**src/sv/lpct_pkg.sv**
```systemverilog
// Shared types and constants for the lidar crop-box / rigid-transform unit.
// Point and result payload structs, register indexes and field widths.
// No dependencies.
`timescale 1ns / 1ps
`default_nettype none

package lpct_pkg;

  localparam int COORD_BITS     = 20;
  localparam int COEF_FRAC_BITS = 14;
  localparam int COEF_W         = COEF_FRAC_BITS + 2;   // Q2.14
  localparam int INT_W          = 8;

  localparam int BOX_W  = 3 * COORD_BITS;               // packed x, y, z
  localparam int RAD_W  = 2 * COORD_BITS;
  localparam int ROW_W  = 3 * COEF_W;
  localparam int CFG_W  = BOX_W;
  localparam int CFG_IDX_W = 3;

  // row arithmetic widths
  localparam int PROD_W = COEF_W + COORD_BITS;
  localparam int ACC_W  = PROD_W + 2;
  localparam int SHR_W  = ACC_W - COEF_FRAC_BITS;
  localparam int OFS_W  = SHR_W + 1;

  // register indexes
  localparam logic [CFG_IDX_W-1:0] REG_BOX_MIN   = 3'd0;
  localparam logic [CFG_IDX_W-1:0] REG_BOX_MAX   = 3'd1;
  localparam logic [CFG_IDX_W-1:0] REG_RADIUS_SQ = 3'd2;
  localparam logic [CFG_IDX_W-1:0] REG_ROT_X     = 3'd3;
  localparam logic [CFG_IDX_W-1:0] REG_ROT_Y     = 3'd4;
  localparam logic [CFG_IDX_W-1:0] REG_ROT_Z     = 3'd5;
  localparam logic [CFG_IDX_W-1:0] REG_TRANS     = 3'd6;

  // identity rotation after reset
  localparam logic [ROW_W-1:0] ROT_X_RST = ROW_W'(1) << COEF_FRAC_BITS;
  localparam logic [ROW_W-1:0] ROT_Y_RST = ROW_W'(1) << (COEF_W + COEF_FRAC_BITS);
  localparam logic [ROW_W-1:0] ROT_Z_RST = ROW_W'(1) << (2 * COEF_W + COEF_FRAC_BITS);

  typedef struct packed {
    logic signed [COORD_BITS-1:0] in_x;
    logic signed [COORD_BITS-1:0] in_y;
    logic signed [COORD_BITS-1:0] in_z;
    logic        [INT_W-1:0]      in_intensity;
    logic                         point_valid;
    logic                         last_in;
  } point_in_t;

  typedef struct packed {
    logic                         kept;
    logic signed [COORD_BITS-1:0] out_x;
    logic signed [COORD_BITS-1:0] out_y;
    logic signed [COORD_BITS-1:0] out_z;
    logic        [INT_W-1:0]      out_intensity;
    logic                         last_out;
  } point_out_t;

endpackage

`default_nettype wire

```
**src/sv/lpct_filter.sv**
```systemverilog
// Crop-box and horizontal radius test for one point.
// Box compare and squares are registered; the radius compare follows the register.
// Depends on lpct_pkg.
`timescale 1ns / 1ps
`default_nettype none

module lpct_filter
  import lpct_pkg::*;
(
  input  wire logic             clk,
  input  wire logic             load,
  input  wire point_in_t        pt,
  input  wire logic [BOX_W-1:0] box_min,
  input  wire logic [BOX_W-1:0] box_max,
  input  wire logic [RAD_W-1:0] radius_sq,
  output logic                  drop
);

  logic signed [RAD_W-1:0] sq_x_next;
  logic signed [RAD_W-1:0] sq_y_next;
  logic                    in_box_next;
  logic        [RAD_W-1:0] sq_x;
  logic        [RAD_W-1:0] sq_y;
  logic                    in_box;
  logic                    pt_valid;
  logic        [RAD_W:0]   rsq;

  assign sq_x_next = pt.in_x * pt.in_x;
  assign sq_y_next = pt.in_y * pt.in_y;

  // inclusive on every axis; an inverted axis never matches
  assign in_box_next =
      (pt.in_x >= $signed(box_min[0*COORD_BITS +: COORD_BITS])) &&
      (pt.in_x <= $signed(box_max[0*COORD_BITS +: COORD_BITS])) &&
      (pt.in_y >= $signed(box_min[1*COORD_BITS +: COORD_BITS])) &&
      (pt.in_y <= $signed(box_max[1*COORD_BITS +: COORD_BITS])) &&
      (pt.in_z >= $signed(box_min[2*COORD_BITS +: COORD_BITS])) &&
      (pt.in_z <= $signed(box_max[2*COORD_BITS +: COORD_BITS]));

  always_ff @(posedge clk) begin
    if (load) begin
      sq_x     <= sq_x_next;
      sq_y     <= sq_y_next;
      in_box   <= in_box_next;
      pt_valid <= pt.point_valid;
    end
  end

  assign rsq  = {1'b0, sq_x} + {1'b0, sq_y};
  assign drop = !pt_valid || in_box || (rsq <= {1'b0, radius_sq});

endmodule

`default_nettype wire

```
**config.mk**
```make
export PLATFORM = sky130hd
export DESIGN_NAME = lpct_filter
export DESIGN_NICKNAME = d
export VERILOG_FILES = /design/src/sv/lpct_pkg.sv /design/src/sv/lpct_filter.sv
export SDC_FILE = /design/constraint.sdc
export NUM_CORES = 2
export LEC_CHECK = 0
export ABC_AREA = 0
export BUFFER_PORTS_ARGS = -buffer_cell sky130_fd_sc_hd__buf_2
export CAP_MARGIN = 20
export CORE_MARGIN = 1.5
export CORE_UTILIZATION = 30
export DETAILED_ROUTE_END_ITERATION = 8
export PLACE_DENSITY = 0.45
export SLEW_MARGIN = 5
export SYNTH_ARGS = -nofsm -noshare
export SYNTH_HDL_FRONTEND = slang
export SYNTH_SLANG_ARGS = --single-unit
```
**constraint.sdc**
```tcl
create_clock -name clk -period 8.9 [get_ports clk]
set_input_delay 1.78 -clock clk [delete_from_list [all_inputs] [get_ports clk]]
set_output_delay 1.78 -clock clk [all_outputs]
set_load 0.05 [all_outputs]
```
==> run summary <==
• **number of buffers inserted by hold repair at cts** 0
• **crit path buf inv count** 7
• **global router's overall resource usage** 15.7%
• **final net count** 5641
• **standard cell area after detailed placement** 40300 um2
• **clk buf depth** 2
• **top post-synthesis cells by area** fa_1 43%, ha_1 15%, inv_1 11%, edfxtp_1 6.8%, nand2_1 3.0%
• **Max Transition Viols Final** 0
• **startpoint types** input pin
• **starting density of the core** 30.2%
• **Synth async-reset ratio** 0%
• **Critical Path AT** 8.63 ns
• **number of buffers inserted by port buffering** 223
• **most common cell in the netlist** inv_1
• **Via density** 4.47
• **placed wire-length estimate after detailed placement** 81600 um
• **number of rows created at floorplan** 126
• **Slowest-stage cell, CP** fa_1
• **CTS-repair resized insts** 0
• **top-area cell type share of the netlist area** 42.9%
• **layout cell share with drive strength beyond 1** 12.5%
• **final routed wirelength across all metal layers** 90300 um
• **average cell area after synthesis** 9.32 um2
• **crit path capture type** flop
• **number of register bits inferred by synthesis** 80
• **clock period minus final worst setup slack** 8.53 ns
• **cell at the root of the clock tree** clkbuf_16
• **area growth from synthesis to layout** 14.3%
• **yosys warns** 0
• **initial drt markers** 999
• **Die ar.** 121000 um2
• **die span in y** 347 um
• **number of post-CTS setup repair buffers** 0
• **TritonCTS clock tree** built
• **die boundary width** 347 um
• **count of endpoints failing setup in the final report** 0
• **Critical Path RT** 9.01 ns
• **cell accounting for the most synthesized area** fa_1
• **most used cell, CP** fa_1
• **setup ws final** 0.374 ns
• **DRC violations left** 0
• **number of synthesized flops with an enable pin** 80
• **cell family with most CP delay** adder cells
• **area of all placed cells without fillers** 40700 um2
• **via count of the first global-routing pass** 28300
• **Largest stage delay, worst path** 0.55 ns
• **Via Count** 25800
• **depth of the CTS H-tree** 3
• **count of final hold-check violations** 0
• **status** finished clean
• **actual slew at the worst max-slew pin** 1.17 ns
• **Fmax achieved** 0.117 GHz
• **headroom to the max-slew limit** 21.2%
• **synthesized instance count** 3816
• **number of violations of the max-capacitance limit** 0
• **setup slack after placement** -0.114 ns
• **Routed Antenna Nets** 0
• **placeable core region** 118000 um2
• **critical path class** input pin to flop
• **area of the mapped netlist** 35600 um2
• **share of the clock period used by the worst path after layout** 95.8%
• **sequential fraction of the synthesis area** 6.75%
• **Net Count, Synth** 5233
• **Clock transition at path regs** 0.06 ns
• **Max FO, Critical Path** 15
• **Top Ports** 233
• **length of the first detailed-routing pass in iterations** 6
• **WL per Instance** 15.7 um
• **number of library cell types mapped by synthesis** 74
• **antenna violations before repair** 8
• **largest net degree at the start of global routing** 81
• **cts bufs inserted** 9
• **hold crit path type** input pin to flop
• **ys flop type** edfxtp_1
• **residual overflow from global routing** 0
• **Inst Count DP** 5748
• **setup repair after global routing missed its margin** false
• **clock net sink count** 80
• **first-pass GRT wire length** 149000 um
• **final core area utilization** 34.5%
• **number of fill cells in the layout** 12300
• **global placer's final weighted congestion** 0.840
• **cell types with the highest counts after synthesis** 1084 x inv_1, 763 x fa_1, 422 x ha_1, 283 x nand2_1, 137 x and2_1
• **final standard cell count with taps included and fillers excluded** 5769
==> metrics by stage <==
step	hold WS, ns	TNS, ns
final	1.60	0
after global routing	1.59	0
after CTS	1.59	0
after detailed placement	1.97	-0.114
after global placement	1.96	-0.0626
after floorplan	1.88	0
==> state kept, by name, indices dropped and copies added, names as in the netlist <==
register / cells
sq_x: 39
pt_valid: 1
sq_y: 39
in_box: 1
==> cell families after synthesis <==
logic type,after synthesis,synth area share (%)
flops,80,6.75
xor+xnor,138,3.40
simple gates,766,10.6
mux,10,0.288
buf+inv,1169,12.3
compound gates,468,8.85
fa+ha+maj,1185,57.8
==> layer usage <==
metal / vias to the layer above / track usage, % / wire length [um]
met5: - / 0 / 61
met4: 10 / 1.22 / 552
met3: 34 / 1.51 / 3010
met2: 336 / 27.4 / 44700
met1: 12900 / 21.8 / 42000
li1: 12500 / - / -
==> layout by cell type (no fill, tap or decap), types with 80 or more instances in the layout <==
cell      netlist  final
fa_1          763    763
xnor2_1       103    103
edfxtp_1       80     80
buf_2           0    222
a21o_1        106    106
inv_1        1084   1084
nand2_1       283    283
buf_4           0    251
and2_1        137    137
ha_1          422    422
a21oi_1       126    126
o21ai_0        83     82
nor2_1        116    116
==> area by class of cell <==
cell class,count,area [um2],share of cell area [%]
Timing Repair Buffer,480,3130,7.71
Antenna cell,4,10.0,0.0246
Clock inverter,6,90.1,0.222
Tap cell,1536,1920,4.73
Multi-Input combinational cell,2567,28800,70.8
Sequential cell,80,2400,5.91
Clock buffer,10,229,0.563
Inverter,1086,4080,10.0
==> path summary, 6_finish.rpt <==
| kind | start | to | cells past startpoint |
|---|---|---|---|
| worst max-delay path | pt[35] | sq_y[39] | 25 |
| worst min-delay path | pt[1] | pt_valid | 1 |
Power is not shown: default switching activity piles up to over one toggle a cycle in this logic, so the estimate is an artifact.
