===== src/sv/lpct_pkg.sv =====
// Shared types and constants for the lidar crop-box / rigid-transform unit.
// Point and result payload structs, register indexes and field widths.
// No dependencies.
`timescale 1ns / 1ps
`default_nettype none

package lpct_pkg;

  localparam int COORD_BITS     = 20;
  localparam int COEF_FRAC_BITS = 14;
  localparam int COEF_W         = COEF_FRAC_BITS + 2;   // Q2.14
  localparam int INT_W          = 8;

  localparam int BOX_W  = 3 * COORD_BITS;               // packed x, y, z
  localparam int RAD_W  = 2 * COORD_BITS;
  localparam int ROW_W  = 3 * COEF_W;
  localparam int CFG_W  = BOX_W;
  localparam int CFG_IDX_W = 3;

  // row arithmetic widths
  localparam int PROD_W = COEF_W + COORD_BITS;
  localparam int ACC_W  = PROD_W + 2;
  localparam int SHR_W  = ACC_W - COEF_FRAC_BITS;
  localparam int OFS_W  = SHR_W + 1;

  // register indexes
  localparam logic [CFG_IDX_W-1:0] REG_BOX_MIN   = 3'd0;
  localparam logic [CFG_IDX_W-1:0] REG_BOX_MAX   = 3'd1;
  localparam logic [CFG_IDX_W-1:0] REG_RADIUS_SQ = 3'd2;
  localparam logic [CFG_IDX_W-1:0] REG_ROT_X     = 3'd3;
  localparam logic [CFG_IDX_W-1:0] REG_ROT_Y     = 3'd4;
  localparam logic [CFG_IDX_W-1:0] REG_ROT_Z     = 3'd5;
  localparam logic [CFG_IDX_W-1:0] REG_TRANS     = 3'd6;

  // identity rotation after reset
  localparam logic [ROW_W-1:0] ROT_X_RST = ROW_W'(1) << COEF_FRAC_BITS;
  localparam logic [ROW_W-1:0] ROT_Y_RST = ROW_W'(1) << (COEF_W + COEF_FRAC_BITS);
  localparam logic [ROW_W-1:0] ROT_Z_RST = ROW_W'(1) << (2 * COEF_W + COEF_FRAC_BITS);

  typedef struct packed {
    logic signed [COORD_BITS-1:0] in_x;
    logic signed [COORD_BITS-1:0] in_y;
    logic signed [COORD_BITS-1:0] in_z;
    logic        [INT_W-1:0]      in_intensity;
    logic                         point_valid;
    logic                         last_in;
  } point_in_t;

  typedef struct packed {
    logic                         kept;
    logic signed [COORD_BITS-1:0] out_x;
    logic signed [COORD_BITS-1:0] out_y;
    logic signed [COORD_BITS-1:0] out_z;
    logic        [INT_W-1:0]      out_intensity;
    logic                         last_out;
  } point_out_t;

endpackage

`default_nettype wire


===== src/sv/lpct_row.sv =====
// One row of the rigid transform: three Q2.14 products, registered, then
// exact sum, floor shift, translation and saturation to COORD_BITS.
// Depends on lpct_pkg.
`timescale 1ns / 1ps
`default_nettype none

module lpct_row
  import lpct_pkg::*;
(
  input  wire logic                         clk,
  input  wire logic                         load,
  input  wire logic        [ROW_W-1:0]      coefs,
  input  wire logic signed [COORD_BITS-1:0] x,
  input  wire logic signed [COORD_BITS-1:0] y,
  input  wire logic signed [COORD_BITS-1:0] z,
  input  wire logic signed [COORD_BITS-1:0] offset,
  output logic signed [COORD_BITS-1:0]      result
);

  logic signed [PROD_W-1:0] prod_x_next;
  logic signed [PROD_W-1:0] prod_y_next;
  logic signed [PROD_W-1:0] prod_z_next;
  logic signed [PROD_W-1:0] prod_x;
  logic signed [PROD_W-1:0] prod_y;
  logic signed [PROD_W-1:0] prod_z;
  logic signed [ACC_W-1:0]  acc;
  logic signed [SHR_W-1:0]  shr;
  logic signed [OFS_W-1:0]  sum;
  logic                     over_hi;
  logic                     over_lo;

  assign prod_x_next = $signed(coefs[0*COEF_W +: COEF_W]) * x;
  assign prod_y_next = $signed(coefs[1*COEF_W +: COEF_W]) * y;
  assign prod_z_next = $signed(coefs[2*COEF_W +: COEF_W]) * z;

  always_ff @(posedge clk) begin
    if (load) begin
      prod_x <= prod_x_next;
      prod_y <= prod_y_next;
      prod_z <= prod_z_next;
    end
  end

  assign acc = ACC_W'(prod_x) + ACC_W'(prod_y) + ACC_W'(prod_z);
  // dropping the fraction bits of a two's complement value floors it
  assign shr = acc[ACC_W-1:COEF_FRAC_BITS];
  assign sum = OFS_W'(shr) + OFS_W'(offset);

  // out of range when the coordinate's sign bit or any bit above it disagrees with the sign
  assign over_hi = !sum[OFS_W-1] && (|sum[OFS_W-2:COORD_BITS-1]);
  assign over_lo = sum[OFS_W-1] && !(&sum[OFS_W-2:COORD_BITS-1]);

  always_comb begin
    if (over_hi) begin
      result = {1'b0, {(COORD_BITS-1){1'b1}}};
    end else if (over_lo) begin
      result = {1'b1, {(COORD_BITS-1){1'b0}}};
    end else begin
      result = sum[COORD_BITS-1:0];
    end
  end

endmodule

`default_nettype wire


===== config.mk =====
export PLATFORM = sky130hd
export DESIGN_NAME = lpct_row
export DESIGN_NICKNAME = d
export VERILOG_FILES = /design/src/sv/lpct_pkg.sv /design/src/sv/lpct_row.sv
export SDC_FILE = /design/constraint.sdc
export NUM_CORES = 2
export LEC_CHECK = 0
export ABC_AREA = 1
export ABC_CLOCK_PERIOD_IN_PS = 17650
export BUFFER_PORTS_ARGS = -buffer_cell sky130_fd_sc_hd__buf_4
export CAP_MARGIN = 20
export CORE_ASPECT_RATIO = 1.1
export CORE_MARGIN = 2
export CORE_UTILIZATION = 55
export CTS_CLUSTER_DIAMETER = 80
export DETAILED_ROUTE_END_ITERATION = 16
export HOLD_SLACK_MARGIN = 0.06
export PLACE_DENSITY = 0.72
export SLEW_MARGIN = 20
export SYNTH_ARGS = -nofsm -noshare
export SYNTH_HDL_FRONTEND = slang
export SYNTH_SLANG_ARGS = --single-unit
export TNS_END_PERCENT = 20

===== constraint.sdc =====
create_clock -name clk -period 17.65 [get_ports clk]
set_clock_uncertainty 0.05 [all_clocks]
set_input_delay 2.6475 -clock clk [delete_from_list [all_inputs] [get_ports clk]]
set_output_delay 2.6475 -clock clk [all_outputs]
set_load 0.02 [all_outputs]

==> results.toml <==
[route]
drt-initial-drc-count = 2307
firstDrtPassIters = 6
vias_per_cell = 5.188
vias = 34180
wl_per_cell_um = 16.27
drc = 0
drtAntennaViolNets = 0
wirelength_mm = 107.2

[die]
ios = 150
fp.dieW_um = 275.5
die_area_um2 = 83370
initial_core_util = 0.5551
die_h_um = 302.6
fp.coreArea_um2 = 80330
rows = 109

[setup_path]
cp_max_fo = 20
worstPathArrival_ns = 8.38
crit_chain = "buf_4 > nand2_1 > fa_1 > inv_1 > fa_1 > fa_1 > inv_1 > fa_1 > fa_1 > fa_1 > inv_1 > ha_1 > nand2_1 > nor4_1 > nand3_1 > o211ai_1 > xor2_1"
start_kind = "input pin"
crit_start = "coefs[21]"
critPathMaxStageDelay_ns = 0.67
cp-end-kind = "register"
path_class = "in -> reg"
critPathCapture = "prod_y[33]"
worstPathRequired_ns = 17.75
cpMostUsedCell = "fa_1"
critPathSlowestCell = "fa_1"

[synthesis]
synth.avg_cell_area_um2 = 8.015
synth.area.top_cells = "fa_1, inv_1, nand2_1"
synth_top_area_share = 0.4445
synthCells = 5563
ys_types = 44
yosysWarnings = 0
synthArstFlopShare = 0
synth-seq-cells = 108
synthMostInstantiatedCell = "inv_1"
synthFlopType = "edfxtp_1"
synth_commonest_cells = "inv_1, nand2_1, fa_1"
yosysSeqAreaShare = 0.07273
synth_top_area_cell = "fa_1"
syn_area_um2 = 44590
synth_fp_nets = 7015
synth_edf_count = 108

[finish]
nets = 6982
area_growth_syn_to_layout_pct = 4.465
fillers = 7368
diodes = 0
multiInputGateArea_um2 = 34320
drive_gt1_frac = 0.03722
regArea_um2 = 3243

[placement]
dp_hpwl_mm = 92.41
port-buffer-count = 149
gp_congestion = 0.9359

[grt]
grt_pass1_vias = 35820
grt_pass1_wl_mm = 179.1
antenna_found_initial = 0
grt_max_degree = 75
grt_overflow_total = 0
grt_usage = 0.2700

[clock_tree]
cts_sinks = 108
clk_pin_slew_ns = 0.08
cts_buffers = 9
postCtsSetupBuffers = 0
post_cts_resized = 0
cts_root_buffer = "clkbuf_16"
cts_tree = "done"
clockBufferDepth = 2
postCtsHoldBufs = 0
htree_num_levels = 3

[run_status]
status = "finished, final reports clean"

[sta]
setup_viol = 0
relSlewSlack = 0.3790
period_needed_ns = 8.283
hold_ws_ns = 2.727
final_max_slew_viol_count = 0
worstMarginPinSlew_ns = 0.9315
tns_ns = 0
hold_viol = 0
finalCritPeriodShare = 0.4693
fmax_mhz = 120.7
rsz0062_at_grt = "no"

[job]
maxCapViolations = 0

[min_path]
hold_path_class = "in -> reg"
==> critical path: cells and delay by family <==
kind / cells / cell delay, ns
xor+xnor: 1 / 0.35
fa+ha+maj: 7 / 3.79
compound gates: 1 / 0.19
buf+inv: 4 / 0.41
simple gates: 4 / 0.99
==> layout by cell type, fill, tap and decap left out, drive strengths merged <==
cell and n:
a21o 26, clkinvlp 1, clkbuf 9, nand4 24, clkinv 3, ha 332
nor3 26, o311ai 1, or2 23, o21a 8, a21boi 5, a221o 1
and3 1, fa 990, o21bai 18, o221a 3, xnor2 60, a31oi 22
a211oi 2, buf 150, nand2 1365, o211ai 7, edfxtp 108, a21oi 168
o21ai 77, inv 1677, xor2 96, nand3 84, o221ai 1, o31ai 1
nor4 18, nand3b 6, nor2 220, and2 2
==> per-stage QoR <==
step                        util  cells  cell area [um^2]  setup slack, ns
after floorplan                -   5563             44590            9.620
after global placement    0.5762   6573             46290            9.102
after detailed placement  0.5762   6573             46290            9.074
after CTS                 0.5799   6589             46580            9.439
after global routing      0.5799   6589             46580            9.130
final                     0.5799   6589             46580            9.367
==> area by class of cell <==
cell class | count | share of cell area
multi-input cells | 3587 | 0.7367
inverters | 1674 | 0.1349
flip-flops and latches | 108 | 0.06962
well taps | 1054 | 0.02831
repair buffers | 150 | 0.02418
clock buffers | 9 | 0.004835
clock inverters | 7 | 0.001451
==> worst min path at each step <==
stage	from	end	slack, ns	depth (start not counted)
after floorplan	load	prod_x[0]	2.71	0
after global placement	y[0]	prod_y[0]	3.09	3
after detailed placement	y[0]	prod_y[0]	3.10	3
after CTS	y[0]	prod_y[0]	2.72	3
after global routing	y[0]	prod_y[0]	2.73	3
final	load	prod_y[5]	2.73	1
==> metal layers <==
metal	GRT usage	wire length, um	up-vias
li1	-	-	15850
met1	0.3725	45220	17150
met2	0.4724	54070	1037
met3	0.01987	5699	146
met4	0.05238	2212	0
met5	0	0	-
==> cells by family (layout without fill, tap and decap cells) <==
logic type / after synthesis / in the layout / share of synthesized area
fa+ha+maj: 1322 / 1322 / 0.5376
compound gates: 340 / 340 / 0.04333
flops: 108 / 108 / 0.07273
buf+inv: 1868 / 1840 / 0.1577
simple gates: 1769 / 1769 / 0.1578
xor+xnor: 156 / 156 / 0.03081
==> state kept, by name (all words and copies together), names as in the netlist <==
register / count
prod_x: 36
prod_y: 36
prod_z: 36
Power is left out: the tool's default activity adds up to more than one toggle a clock period on the data nets, which glitch-free logic cannot reach.
